File: src/rtl/rlce_pkg.sv
// Shared constants for the rule list capture engine.
package rlce_pkg;

  localparam int WORD_BITS_DEF   = 64;
  localparam int MAX_RULES_DEF   = 32;
  localparam int MAX_SAMPLES_DEF = 65536;
  localparam int SLOT_BITS       = 5;
  localparam int QUEUE_DEPTH     = 4;

endpackage

File: src/rtl/rlce_in_if.sv
// Input word channel of the rule list capture engine.
interface rlce_in_if
  import rlce_pkg::*;
#(
  parameter int W  = WORD_BITS_DEF,
  parameter int SB = SLOT_BITS
);
  logic          valid;
  logic          ready;
  logic          column_start;
  logic [W-1:0]  start_mask;
  logic [SB-1:0] rule_slot;
  logic          first_word;
  logic [W-1:0]  truth_word;

  modport source (
    output valid, column_start, start_mask, rule_slot, first_word, truth_word,
    input  ready
  );
  modport sink (
    input  valid, column_start, start_mask, rule_slot, first_word, truth_word,
    output ready
  );
endinterface

File: src/rtl/rlce_out_if.sv
// Result word channel of the rule list capture engine.
interface rlce_out_if
  import rlce_pkg::*;
#(
  parameter int W  = WORD_BITS_DEF,
  parameter int CW = $clog2(MAX_SAMPLES_DEF + 1),
  parameter int RW = $clog2(WORD_BITS_DEF + 1)
);
  logic          valid;
  logic          ready;
  logic [W-1:0]  capture_word;
  logic [CW-1:0] rule_count;
  logic [RW-1:0] remaining_count;

  modport source (
    output valid, capture_word, rule_count, remaining_count,
    input  ready
  );
  modport sink (
    input  valid, capture_word, rule_count, remaining_count,
    output ready
  );
endinterface

File: src/rtl/rlce_ram.sv
// Generic single-write, single-read RAM with registered read data.
module rlce_ram #(
  parameter int WIDTH = 17,
  parameter int DEPTH = 32,
  parameter int AW    = $clog2(DEPTH)
) (
  input  logic             clk,
  input  logic             we,
  input  logic [AW-1:0]    waddr,
  input  logic [WIDTH-1:0] wdata,
  input  logic             re,
  input  logic [AW-1:0]    raddr,
  output logic [WIDTH-1:0] rdata
);
  logic [WIDTH-1:0] mem [0:DEPTH-1];

  always_ff @(posedge clk) begin
    if (we) begin
      mem[waddr] <= wdata;
    end
    if (re) begin
      rdata <= mem[raddr];
    end
  end
endmodule

File: src/rtl/rlce_queue.sv
// Small first-in first-out queue between the front and back sections.
module rlce_queue
  import rlce_pkg::*;
#(
  parameter int WIDTH = 8,
  parameter int DEPTH = QUEUE_DEPTH,
  parameter int PW    = $clog2(DEPTH)
) (
  input  logic             clk,
  input  logic             rst,
  input  logic             push,
  input  logic [WIDTH-1:0] push_data,
  output logic             not_full,
  input  logic             pop,
  output logic [WIDTH-1:0] pop_data,
  output logic             not_empty
);
  logic [WIDTH-1:0] store [0:DEPTH-1];
  logic [PW-1:0]    wr_ptr;
  logic [PW-1:0]    rd_ptr;
  logic [PW:0]      fill;

  assign not_full  = (fill != (PW+1)'(DEPTH));
  assign not_empty = (fill != '0);
  assign pop_data  = store[rd_ptr];

  always_ff @(posedge clk) begin
    if (push) begin
      store[wr_ptr] <= push_data;
    end
  end

  always_ff @(posedge clk) begin
    if (rst) begin
      wr_ptr <= '0;
      rd_ptr <= '0;
      fill   <= '0;
    end else begin
      if (push) begin
        wr_ptr <= (wr_ptr == PW'(DEPTH - 1)) ? '0 : wr_ptr + 1'b1;
      end
      if (pop) begin
        rd_ptr <= (rd_ptr == PW'(DEPTH - 1)) ? '0 : rd_ptr + 1'b1;
      end
      if (push && !pop) begin
        fill <= fill + 1'b1;
      end else if (pop && !push) begin
        fill <= fill - 1'b1;
      end
    end
  end
endmodule

File: src/rtl/rlce_front.sv
// Front section: takes input words, applies the uncaptured mask (or the start mask at a column start) and counts bits.
module rlce_front
  import rlce_pkg::*;
#(
  parameter int W  = WORD_BITS_DEF,
  parameter int MAX_RULES = MAX_RULES_DEF,
  parameter int RW = $clog2(W + 1),
  parameter int AW = $clog2(MAX_RULES),
  parameter int QW = W + 2 * RW + AW + 1
) (
  input  logic          clk,
  input  logic          rst,
  rlce_in_if.sink       rule,
  output logic          push,
  output logic [QW-1:0] push_data,
  input  logic          not_full
);
  localparam int SLOT_N = 2 ** SLOT_BITS;

  logic [W-1:0]  uncaptured;
  logic [W-1:0]  open_word;
  logic [W-1:0]  cap;
  logic [W-1:0]  rest;
  logic [AW-1:0] slot_tbl [0:SLOT_N-1];

  // Pairwise adder tree, log2(W) levels deep.
  function automatic logic [RW-1:0] ones_in(input logic [W-1:0] w);
    logic [RW-1:0] part [0:W-1];
    for (int i = 0; i < W; i++) begin
      part[i] = RW'(w[i]);
    end
    for (int s = 1; s < W; s = s * 2) begin
      for (int i = 0; i + s < W; i = i + 2 * s) begin
        part[i] = part[i] + part[i + s];
      end
    end
    return part[0];
  endfunction

  for (genvar v = 0; v < SLOT_N; v++) begin : g_slot
    assign slot_tbl[v] = AW'(v % MAX_RULES);
  end

  assign rule.ready = not_full;
  assign push       = rule.valid && not_full;
  assign open_word  = rule.column_start ? rule.start_mask : uncaptured;
  assign cap        = open_word & rule.truth_word;
  assign rest       = open_word & ~rule.truth_word;
  assign push_data  = {cap, ones_in(cap), ones_in(rest),
                       slot_tbl[rule.rule_slot], rule.first_word};

  always_ff @(posedge clk) begin
    if (rst) begin
      uncaptured <= '0;
    end else if (push) begin
      uncaptured <= rest;
    end
  end
endmodule

File: src/rtl/rlce_back.sv
// Back section: updates the per-slot counts and holds the result register.
module rlce_back
  import rlce_pkg::*;
#(
  parameter int W  = WORD_BITS_DEF,
  parameter int MAX_RULES = MAX_RULES_DEF,
  parameter int MAX_SAMPLES = MAX_SAMPLES_DEF,
  parameter int RW = $clog2(W + 1),
  parameter int AW = $clog2(MAX_RULES),
  parameter int CW = $clog2(MAX_SAMPLES + 1),
  parameter int QW = W + 2 * RW + AW + 1
) (
  input  logic          clk,
  input  logic          rst,
  input  logic          not_empty,
  input  logic [QW-1:0] pop_data,
  output logic          pop,
  rlce_out_if.source    result
);
  logic [W-1:0]  q_cap;
  logic [RW-1:0] q_cap_ones;
  logic [RW-1:0] q_rest_ones;
  logic [AW-1:0] q_slot;
  logic          q_first;

  logic          b_valid;
  logic [W-1:0]  b_cap;
  logic [RW-1:0] b_cap_ones;
  logic [RW-1:0] b_rest_ones;
  logic [AW-1:0] b_slot;
  logic          b_first;
  logic          b_adv;

  logic          fwd_valid;
  logic [AW-1:0] fwd_slot;
  logic [CW-1:0] fwd_val;

  logic [CW-1:0] rdata;
  logic [CW-1:0] base;
  logic [CW:0]   sum;
  logic [CW-1:0] sat;

  logic          o_valid;
  logic [W-1:0]  o_cap;
  logic [CW-1:0] o_count;
  logic [RW-1:0] o_rest;

  assign {q_cap, q_cap_ones, q_rest_ones, q_slot, q_first} = pop_data;

  assign b_adv = b_valid && (!o_valid || result.ready);
  assign pop   = not_empty && (!b_valid || b_adv);

  rlce_ram #(
    .WIDTH (CW),
    .DEPTH (MAX_RULES)
  ) u_counts (
    .clk   (clk),
    .we    (b_adv),
    .waddr (b_slot),
    .wdata (sat),
    .re    (pop),
    .raddr (q_slot),
    .rdata (rdata)
  );

  always_comb begin
    if (b_first) begin
      base = '0;
    end else if (fwd_valid && (fwd_slot == b_slot)) begin
      base = fwd_val;
    end else begin
      base = rdata;
    end
    sum = {1'b0, base} + (CW+1)'(b_cap_ones);
    sat = (sum > (CW+1)'(MAX_SAMPLES)) ? CW'(MAX_SAMPLES) : sum[CW-1:0];
  end

  always_ff @(posedge clk) begin
    if (pop) begin
      b_cap       <= q_cap;
      b_cap_ones  <= q_cap_ones;
      b_rest_ones <= q_rest_ones;
      b_slot      <= q_slot;
      b_first     <= q_first;
    end
    if (b_adv) begin
      fwd_slot <= b_slot;
      fwd_val  <= sat;
      o_cap    <= b_cap;
      o_count  <= sat;
      o_rest   <= b_rest_ones;
    end
  end

  always_ff @(posedge clk) begin
    if (rst) begin
      b_valid   <= 1'b0;
      fwd_valid <= 1'b0;
      o_valid   <= 1'b0;
    end else begin
      b_valid <= pop || (b_valid && !b_adv);
      o_valid <= b_adv || (o_valid && !result.ready);
      if (b_adv) begin
        fwd_valid <= 1'b1;
      end
    end
  end

  assign result.valid           = o_valid;
  assign result.capture_word    = o_cap;
  assign result.rule_count      = o_count;
  assign result.remaining_count = o_rest;
endmodule

File: src/rtl/rule_list_capture_engine.sv
// Top level of the rule list capture engine.
// A word passes the queue, the back section's count stage and the result register in turn.
// Throughput: one word per cycle unless results stall, set by the count memory read and add.
// The four-entry queue lets the input keep flowing while results stall, until it fills.
// Reset clears the uncaptured word, the queue and all valid flags; slot counts are not cleared.
module rule_list_capture_engine
  import rlce_pkg::*;
#(
  parameter int WORD_BITS   = WORD_BITS_DEF,
  parameter int MAX_RULES   = MAX_RULES_DEF,
  parameter int MAX_SAMPLES = MAX_SAMPLES_DEF
) (
  input  logic       clk,
  input  logic       rst,
  rlce_in_if.sink    rule,
  rlce_out_if.source result
);
  localparam int RW = $clog2(WORD_BITS + 1);
  localparam int AW = $clog2(MAX_RULES);
  localparam int QW = WORD_BITS + 2 * RW + AW + 1;

  logic          push;
  logic [QW-1:0] push_data;
  logic          not_full;
  logic          pop;
  logic [QW-1:0] pop_data;
  logic          not_empty;

  rlce_front #(
    .W         (WORD_BITS),
    .MAX_RULES (MAX_RULES)
  ) u_front (
    .clk       (clk),
    .rst       (rst),
    .rule      (rule),
    .push      (push),
    .push_data (push_data),
    .not_full  (not_full)
  );

  rlce_queue #(
    .WIDTH (QW),
    .DEPTH (QUEUE_DEPTH)
  ) u_queue (
    .clk       (clk),
    .rst       (rst),
    .push      (push),
    .push_data (push_data),
    .not_full  (not_full),
    .pop       (pop),
    .pop_data  (pop_data),
    .not_empty (not_empty)
  );

  rlce_back #(
    .W           (WORD_BITS),
    .MAX_RULES   (MAX_RULES),
    .MAX_SAMPLES (MAX_SAMPLES)
  ) u_back (
    .clk       (clk),
    .rst       (rst),
    .not_empty (not_empty),
    .pop_data  (pop_data),
    .pop       (pop),
    .result    (result)
  );
endmodule
File: src/flat_wrapper.sv
// flat-port wrapper written by rule: the top's interface ports become plain ports
module rule_list_capture_engine_flat import rlce_pkg::*;
#(
  parameter int WORD_BITS   = WORD_BITS_DEF,
  parameter int MAX_RULES   = MAX_RULES_DEF,
  parameter int MAX_SAMPLES = MAX_SAMPLES_DEF
)
  (clk, rst, rule_valid, rule_column_start, rule_start_mask, rule_rule_slot, rule_first_word, rule_truth_word, rule_ready, result_valid, result_capture_word, result_rule_count, result_remaining_count, result_ready);
  rlce_in_if rule_i ();
  rlce_out_if result_i ();
  input  logic clk;
  input  logic rst;
  input wire logic [$bits(rule_i.valid)-1:0] rule_valid;
  input wire logic [$bits(rule_i.column_start)-1:0] rule_column_start;
  input wire logic [$bits(rule_i.start_mask)-1:0] rule_start_mask;
  input wire logic [$bits(rule_i.rule_slot)-1:0] rule_rule_slot;
  input wire logic [$bits(rule_i.first_word)-1:0] rule_first_word;
  input wire logic [$bits(rule_i.truth_word)-1:0] rule_truth_word;
  output wire logic [$bits(rule_i.ready)-1:0] rule_ready;
  output wire logic [$bits(result_i.valid)-1:0] result_valid;
  output wire logic [$bits(result_i.capture_word)-1:0] result_capture_word;
  output wire logic [$bits(result_i.rule_count)-1:0] result_rule_count;
  output wire logic [$bits(result_i.remaining_count)-1:0] result_remaining_count;
  input wire logic [$bits(result_i.ready)-1:0] result_ready;
  assign rule_i.valid = rule_valid;
  assign rule_i.column_start = rule_column_start;
  assign rule_i.start_mask = rule_start_mask;
  assign rule_i.rule_slot = rule_rule_slot;
  assign rule_i.first_word = rule_first_word;
  assign rule_i.truth_word = rule_truth_word;
  assign rule_ready = rule_i.ready;
  assign result_valid = result_i.valid;
  assign result_capture_word = result_i.capture_word;
  assign result_rule_count = result_i.rule_count;
  assign result_remaining_count = result_i.remaining_count;
  assign result_i.ready = result_ready;
  rule_list_capture_engine #(.WORD_BITS(WORD_BITS), .MAX_RULES(MAX_RULES), .MAX_SAMPLES(MAX_SAMPLES)) u_core (.clk(clk), .rst(rst), .rule(rule_i), .result(result_i));
endmodule
File: config.mk
export PLATFORM = sky130hd
export DESIGN_NAME = rule_list_capture_engine_flat
export DESIGN_NICKNAME = d
export VERILOG_FILES = /design/src/rtl/rlce_pkg.sv /design/src/rtl/rlce_in_if.sv /design/src/rtl/rlce_out_if.sv /design/src/rtl/rlce_ram.sv /design/src/rtl/rlce_queue.sv /design/src/rtl/rlce_front.sv /design/src/rtl/rlce_back.sv /design/src/rtl/rule_list_capture_engine.sv /design/src/flat_wrapper.sv
export SDC_FILE = /design/constraint.sdc
export NUM_CORES = 1
export LEC_CHECK = 0
export BUFFER_PORTS_ARGS = -buffer_cell sky130_fd_sc_hd__clkbuf_2
export CORE_ASPECT_RATIO = 0.8
export CORE_MARGIN = 4
export CORE_UTILIZATION = 65
export DETAILED_ROUTE_END_ITERATION = 8
export PLACE_DENSITY_LB_ADDON = 0.08
export SLEW_MARGIN = 5
export SYNTH_ARGS = -nofsm -noshare
export SYNTH_HDL_FRONTEND = slang
export SYNTH_SLANG_ARGS = --single-unit
File: constraint.sdc
create_clock -name clk -period 14.95 [get_ports clk]
set_input_delay 0 -clock clk [delete_from_list [all_inputs] [get_ports clk]]
set_output_delay 0 -clock clk [all_outputs]
set_load 0.005 [all_outputs]
# Yosys cells after proc, flatten, opt, wreduce, memory -nomap -nowiden
# Memory sizes are Yosys's and may differ from the RTL's. A register that Yosys moved wholly into a read port is not among the register bits.
# Cells that the tools add are included.
# W data, S select, Z words.
dict set report word_totals {
  ff_bits 251
  ramBits 880
  romBits 160
  output_inout_bits 90
  n_memories 3
}
# memory depth width rd rd_clocked_by_memory_dff wr line_no
set memory_table {}
lappend memory_table {u_core.u_back.u_counts.mem 32 17 1 1 1 rlce_ram.sv:15} ;# logic [WIDTH-1:0] mem [0:DEPTH-1];
lappend memory_table {u_core.u_queue.store 4 84 1 1 1 rlce_queue.sv:18} ;# logic [WIDTH-1:0] store [0:DEPTH-1];
lappend memory_table {{(no name shown)} 32 5 1 0 0 rlce_front.sv:50} ;# slot_tbl[rule.rule_slot], rule.first_word};
dict set report op_classes {
  addsub 131
  n_lt_le_gt_ge 2
  eq_ne 4
  muxes 16
  n_bitwise 4
  n_reduce_logical 20
}
# op count
set op_table {}
lappend op_table {{$add A1 B1 Y2} 64}
lappend op_table {{$and A64 B64 Y64} 2}
lappend op_table {{$add A2 B2 Y3} 32}
lappend op_table {{$add A3 B3 Y4} 16}
lappend op_table {{$mux W64} 1}
lappend op_table {{$not A64 Y64} 1}
lappend op_table {{$mux W17} 3}
lappend op_table {{$add A4 B4 Y5} 8}
lappend op_table {{$add A5 B5 Y6} 4}
lappend op_table {{$add A17 B7 Y18} 1}
lappend op_table {{$gt A18 B17 Y1 const B} 1}
lappend op_table {{$add A6 B6 Y7} 2}
lappend op_table {{$mux W5} 2}
lappend op_table {{$logic_and A1 B1 Y1} 8}
lappend op_table {{$mux W2} 4}
lappend op_table {{$ge A6 B6 Y1 const B} 1}
lappend op_table {{$logic_not A1 Y1} 6}
lappend op_table {{$mux W3} 2}
lappend op_table {{$not A5 Y6} 1}
lappend op_table {{$eq A5 B5 Y1} 1}
lappend op_table {{$add A2 B1 Y2 const B} 2}
lappend op_table {{$eq A2 B2 Y1 const B} 2}
lappend op_table {{$logic_or A1 B1 Y1} 4}
lappend op_table {{$mux W1} 4}
lappend op_table {{other kinds (5)} 5}

# Depth between registers and ports, before layout
dict set report depth {
  depth_word 8
  ltp_mapped 25
  ltp_nobuf 23
}

# Modules after synthesis
# A second synthesis with hierarchy kept.
dict set report unflattened {
  cells_unflattened 2823
  hier_area_um2 48107.4
}
# mod instances cells_per_inst area_each_um2
set modules_own_cells {}
lappend modules_own_cells {rlce_ram 1 1212 21907.3}
lappend modules_own_cells {rlce_queue 1 483 12559.5}
lappend modules_own_cells {rlce_front 1 802 7262.0}
lappend modules_own_cells {rlce_back 1 326 6378.6}

# Worst setup path after synthesis
# Ideal clock, no wire load.
dict set report synth_timing {
  kind {register -> register}
  start {register u_core.u_queue.fill[0]}
  end {register u_core.u_queue.fill[2]}
  setup_ps 70
  arrival_ps 7171
  required_time_ps 14880
  path_slack_ps 7709
  stages_incl_launch_ff 10
  n_path_buf 0
  synth_period_minus_slack_ps 7241
  cell_sequence {dfxtp_1 -> nor3_1 -> a21oi_1 -> inv_1 -> ha_1 -> inv_1 -> fa_1 -> xor2_1 -> or3_1 -> a21oi_1}
}
dict set report synth_between {
  elab_chain_len 5
  word_cells_on_any_way 13
}
# element line_no
set synth_lines {}
lappend synth_lines {{from (decl)} rlce_queue.sv:21} ;# logic [PW:0] fill;
lappend synth_lines {{from (signal assigned)} rlce_queue.sv:46} ;# fill <= fill + 1'b1;
lappend synth_lines {{from (signal assigned)} rlce_queue.sv:48} ;# fill <= fill - 1'b1;
lappend synth_lines {{$reduce_bool A3 Y1 (*)} rlce_queue.sv:24} ;# assign not_empty = (fill != '0);
lappend synth_lines {{$logic_and A1 B1 Y1 (*)} rlce_back.sv:51} ;# assign pop = not_empty && (!b_valid || b_adv);
lappend synth_lines {{named net u_core.pop} rule_list_capture_engine.sv:25} ;# logic pop;
lappend synth_lines {{$logic_not A1 Y1} rlce_queue.sv:45} ;# if (push && !pop) begin
lappend synth_lines {{$logic_and A1 B1 Y1} rlce_queue.sv:45}
lappend synth_lines {{$mux W3 / $reduce_bool A2 Y1 (equally long branches)} -}
# Mark *: on every way through the listed nets, which the timed path passes. The rest lies on a longest branch. The select of a mux whose other input is x is not followed.
# A chain may end at the register's enable or synchronous reset.

# Worst setup path in the final report
dict set report layout_timing {
  start {input port rule_column_start}
  end {memory u_core.u_queue.store[0][12] (netlist bit), data pin}
}
dict set report layout_between {
  elab_chain_len 8
  word_cells_on_any_way 65
}
# element line_no
set layout_lines {}
lappend layout_lines {{from (decl)} flat_wrapper.sv:14} ;# input wire logic [$bits(rule_i.column_start)-1:0] rule_column_start;
lappend layout_lines {{$mux W64 (*)} rlce_front.sv:46} ;# assign open_word = rule.column_start ? rule.start_mask : uncaptured;
lappend layout_lines {{$and A64 B64 Y64 (*)} rlce_front.sv:48} ;# assign rest = open_word & ~rule.truth_word;
lappend layout_lines {{$add A1 B1 Y2} rlce_front.sv:34} ;# part[i] = part[i] + part[i + s];
lappend layout_lines {{$add A2 B2 Y3} rlce_front.sv:34}
lappend layout_lines {{$add A3 B3 Y4} rlce_front.sv:34}
lappend layout_lines {{$add A4 B4 Y5} rlce_front.sv:34}
lappend layout_lines {{$add A5 B5 Y6} rlce_front.sv:34}
lappend layout_lines {{$add A6 B6 Y7 (*)} rlce_front.sv:34}
lappend layout_lines {{named net u_core.push_data[12]} rule_list_capture_engine.sv:23} ;# logic [QW-1:0] push_data;
lappend layout_lines {{to (decl)} rlce_queue.sv:18}
# Mark *: on every way through the listed nets, which the timed path passes. The rest lies on a longest branch.

==> key figures <==
Clock tree
  • Root buffer cell: clkbuf_16
  • TritonCTS Buffers: 105
  • # clock sinks: 1150
  • H-tree levels: 3
  • Max Root-Sink Buffers: 3
  • Clock slew at reported path FFs: 0.06 ns
  • Clock Latency Late Sink: around 0.68 ns
  • Resized Gates After CTS: 0
  • CTS tree: yes

Yosys
  • Synth Cell Area: between 40000 and 50000 sq um
  • Mapped Cells: between 2k and 2.5k
  • Netlist cell types: 54
  • Main synth FF type: edfxtp_1
  • Synth Area per Inst: 19.2 sq um
  • Flops & latches, synth: between 1k and 1.5k
  • Post-Syn Nets: 2745
  • Asr flop ratio synth: 0%
  • Yosys synthesis warning count: 0
  • Post-synthesis sequential area ratio: a little under three quarters
  • EDFF count, synth: roughly 1.1k

Final layout
  • Area added between synthesis and finish: 16.5%
  • Fin area: 54800 sq um
  • Layout cells sized above 1: 26.1%
  • Final net count: 3227
  • Filler instances: 3810

Setup path
  • Worst Path Arrival: 7.32 ns
  • Crit path kind: input port to register
  • Critical Path RT: 15.42 ns
  • Reg2reg path depth: 19
  • CP Capture Type: register
  • Reg2reg start: u_core.u_front.uncaptured[47]
  • Critical-path maximum fanout: 36
  • Crit Reg-Reg Endpoint: u_core.u_queue.store[1][19]
  • CP Launch Type: input port
  • R2R setup slack: 8.12 ns

Route
  • DRC: 0
  • Iter 0 DRT Violations: 3248
  • DR WL/cell: 29.2 um
  • Drt pass-1 iters: 5
  • Vias/cell: between 6 and 7
  • Post-Route WL: 116000 um
  • Post-DRT Antenna Nets: 0
  • Vias: roughly 26k

STA
  • Fmax: around 150 MHz
  • Aggregate negative setup slack: 0 ns
  • Fin. Hold Viols: 0
  • Clk_skew: between 0.02 and 0.03 ns
  • Final min period: 6.85 ns
  • Slew Limit Fails: 0
  • Worst Tran Pin Value: between 1 and 1.5 ns
  • RSZ-0062 raised after global routing: no
  • Period utilisation layout: 45.8%
  • Setup violators final: 0
  • Slew margin rel.: 13.9%

Floorplanning
  • I/O Pins: between 200 and 250
  • FP Rows: 87
  • Die height: 249 um
  • Core region area: 71100 sq um
  • Die area: 76800 sq um
  • DIE WIDTH: 309 um
  • Initial Utilization: 66.2%

Power
  • Pwr dens: 214 nW/um^2
  • Lkg Pwr: 19.5 nW
  • Max VDD drop: roughly 220 uV

Placement
  • Area after DPL: slightly below 50000 sq um
  • I/O Buffers: between 200 and 250
  • GP Congestion: 0.915
  • Hpwl dp: 69200 um

Global route
  • GRT Residual Overflow: 0
  • Initial antenna violation count: 15
  • First-pass GRT wire length: 171000 um
  • GRT Util Overall: 30.9%
  • Largest net degree at the start of global routing: 107
  • Vias in the first global route: 26.0k

Min path
  • Hold_sp: rule_start_mask[13]
  • Hold depth: 6
  • Hold EP: u_core.u_front.uncaptured[13]
  • Hold Path Class: input port to register

Flow run
  • Maxcap violations: 0

Status
  • Status: finished, final reports clean
-- worst max path at each step --
| stage | start | end | slack, ns | cells past startpoint |
|---|---|---|---|---|
| 6_report | rule_column_start | u_core.u_queue.store[0][12] | 8.10 | 23 |
| 5_1_grt | rule_column_start | u_core.u_queue.store[0][12] | 7.83 | 23 |
| 4_1_cts | rule_column_start | u_core.u_queue.store[0][12] | 8.19 | 23 |
| 3_5_place_dp | rule_column_start | u_core.u_queue.store[1][19] | 7.55 | 23 |
| 3_3_place_gp | rule_column_start | u_core.u_queue.store[0][19] | 7.58 | 23 |
| 2_1_floorplan | u_core.u_queue.fill[0] | u_core.u_queue.fill[2] | 7.71 | 9 |
-- timing repair --
action,CTS,global route
buffers inserted,0,0
hold buffers,179,0
hold endpoints to repair,372,0
-- area by class of cell --
| type | instances | area (sq um) | share of cell area [%] |
|---|---|---|---|
| clock inverter | 56 | 503 | 0.918 |
| timing repair buffer | 473 | 3460 | 6.30 |
| inverter | 147 | 552 | 1.01 |
| clock buffer | 140 | 2880 | 5.26 |
| multi-input combinational | 1058 | 12400 | 22.7 |
| tap | 934 | 1170 | 2.13 |
| antenna | 12 | 30.0 | 0.0548 |
| sequential | 1150 | 33800 | 61.6 |
-- worst max-delay path, stage by stage --
cell,delay [ns]
buf_4,0.47
buf_4,0.67
mux2i_1,0.19
or2_2,0.34
fa_1,0.51
fa_1,0.57
inv_1,0.08
fa_1,0.48
inv_1,0.06
fa_1,0.47
fa_1,0.55
fa_1,0.48
fa_1,0.52
fa_1,0.40
inv_1,0.07
ha_1,0.17
inv_1,0.07
fa_1,0.47
inv_1,0.07
a21oi_1,0.06
o21bai_1,0.20
a21oi_1,0.11
o21bai_1,0.26
-- synthesized netlist by cell type (all sizes together) (6+ instances only) --
cell type  number  share of area, %
xor2            8              0.15
fa            110               4.7
and3            7             0.093
buf            38              0.37
nor2          159               1.3
edfxtp       1074                69
and2            6             0.080
ha             43               1.1
xnor2          14              0.26
clkbuf         60              0.48
nand2          62              0.49
nor2b          35              0.47
a22oi           7              0.11
o21ai          10              0.11
nand2b         36              0.48
or2            49              0.65
inv           146               1.2
mux2           17              0.41
a21oi         101               1.1
nand3           9             0.096
mux4          254                12
dfxtp          76               3.2
mux2i          72               1.5
-- through the flow --
stage	setup slack, ns	total power, mW	hold WS, ns	util [%]	std cells
2_1_floorplan	7.71	7.65	0.0989	-	2453
3_3_place_gp	7.58	8.87	0.214	69.8	3582
3_5_place_dp	7.55	9.03	0.223	69.8	3583
4_1_cts	8.19	11.7	0.00263	77.0	3958
5_1_grt	7.83	12.3	0.0596	77.1	3968
6_report	8.10	11.7	0.0225	77.1	3970
-- placed cells by master (no fill, tap or decap), types with 4 or more instances in the layout --
master,instances
a21o_1,5
nand3b_1,5
nand2_1,61
mux2_2,17
mux4_2,252
clkbuf_1,26
edfxtp_1,1074
clkinvlp_4,6
clkinv_1,19
clkbuf_2,227
clkinv_2,21
ha_1,43
diode_2,12
xnor2_1,14
a21oi_2,7
a22oi_1,7
o21bai_1,5
mux2i_1,72
o21ai_0,10
a21oi_1,92
xor2_1,8
dlygate4sd3_1,179
and2_1,6
clkbuf_16,108
buf_4,65
clkbuf_8,6
nor3_1,5
fa_1,110
dfxtp_1,74
nor2_1,159
bufinv_16,7
and3_4,4
nor2b_1,34
inv_1,146
or2_2,49
nand2b_1,36
nand3_1,9
-- where the power goes --
part | leakage (nW) | total (mW) | internal [mW] | switching [mW]
sequential | 10.6 | 5.07 | 4.83 | 0.243
clock | 1.65 | 2.64 | 1.48 | 1.16
combinational | 7.23 | 4.01 | 1.59 | 2.42
-- flip-flops by register name, indices dropped and copies added, names as in the netlist, named ones only --
register / count
u_core.u_back.u_counts.mem: 544
u_core.u_queue.store: 336
u_core.u_back.b_cap: 64
u_core.u_back.result.capture_word: 64
u_core.u_front.uncaptured: 64
u_core.u_back.result.rule_count: 17
u_core.u_back.u_counts.rdata: 17
u_core.u_back.b_cap_ones: 7
u_core.u_back.b_rest_ones: 7
u_core.u_back.result.remaining_count: 7
u_core.u_back.b_slot: 5
u_core.u_back.fwd_slot: 5
u_core.u_queue.fill: 3
u_core.u_queue.rd_ptr: 2
u_core.u_queue.wr_ptr: 2
u_core.u_back.b_first: 1
u_core.u_back.b_valid: 1
u_core.u_back.fwd_valid: 1
u_core.u_back.result.valid: 1
-- logic make-up (layout without fill, tap and decap cells) --
group,Yosys count,count (layout),share of synthesized area (%)
flip-flops,1150,1150,71.8
buffers and inverters,245,816,2.02
adder cells (fa/ha/maj),153,153,5.82
multiplexers,343,343,14.1
AO/OA/AOI/OAI,149,149,1.82
XOR/XNOR,22,22,0.409
AND/OR/NAND/NOR,391,391,4.06
other,0,12,0
-- routing by layer --
metal / part of all wire, % / wire, um / track usage [%]
met5: 0 / 0 / 0
met4: 3.4 / 3990 / 9.63
met3: 12 / 13400 / 7.27
met2: 46 / 52800 / 44.8
met1: 39 / 45800 / 47.8
Note: power is estimated with default switching activity, not from simulation.
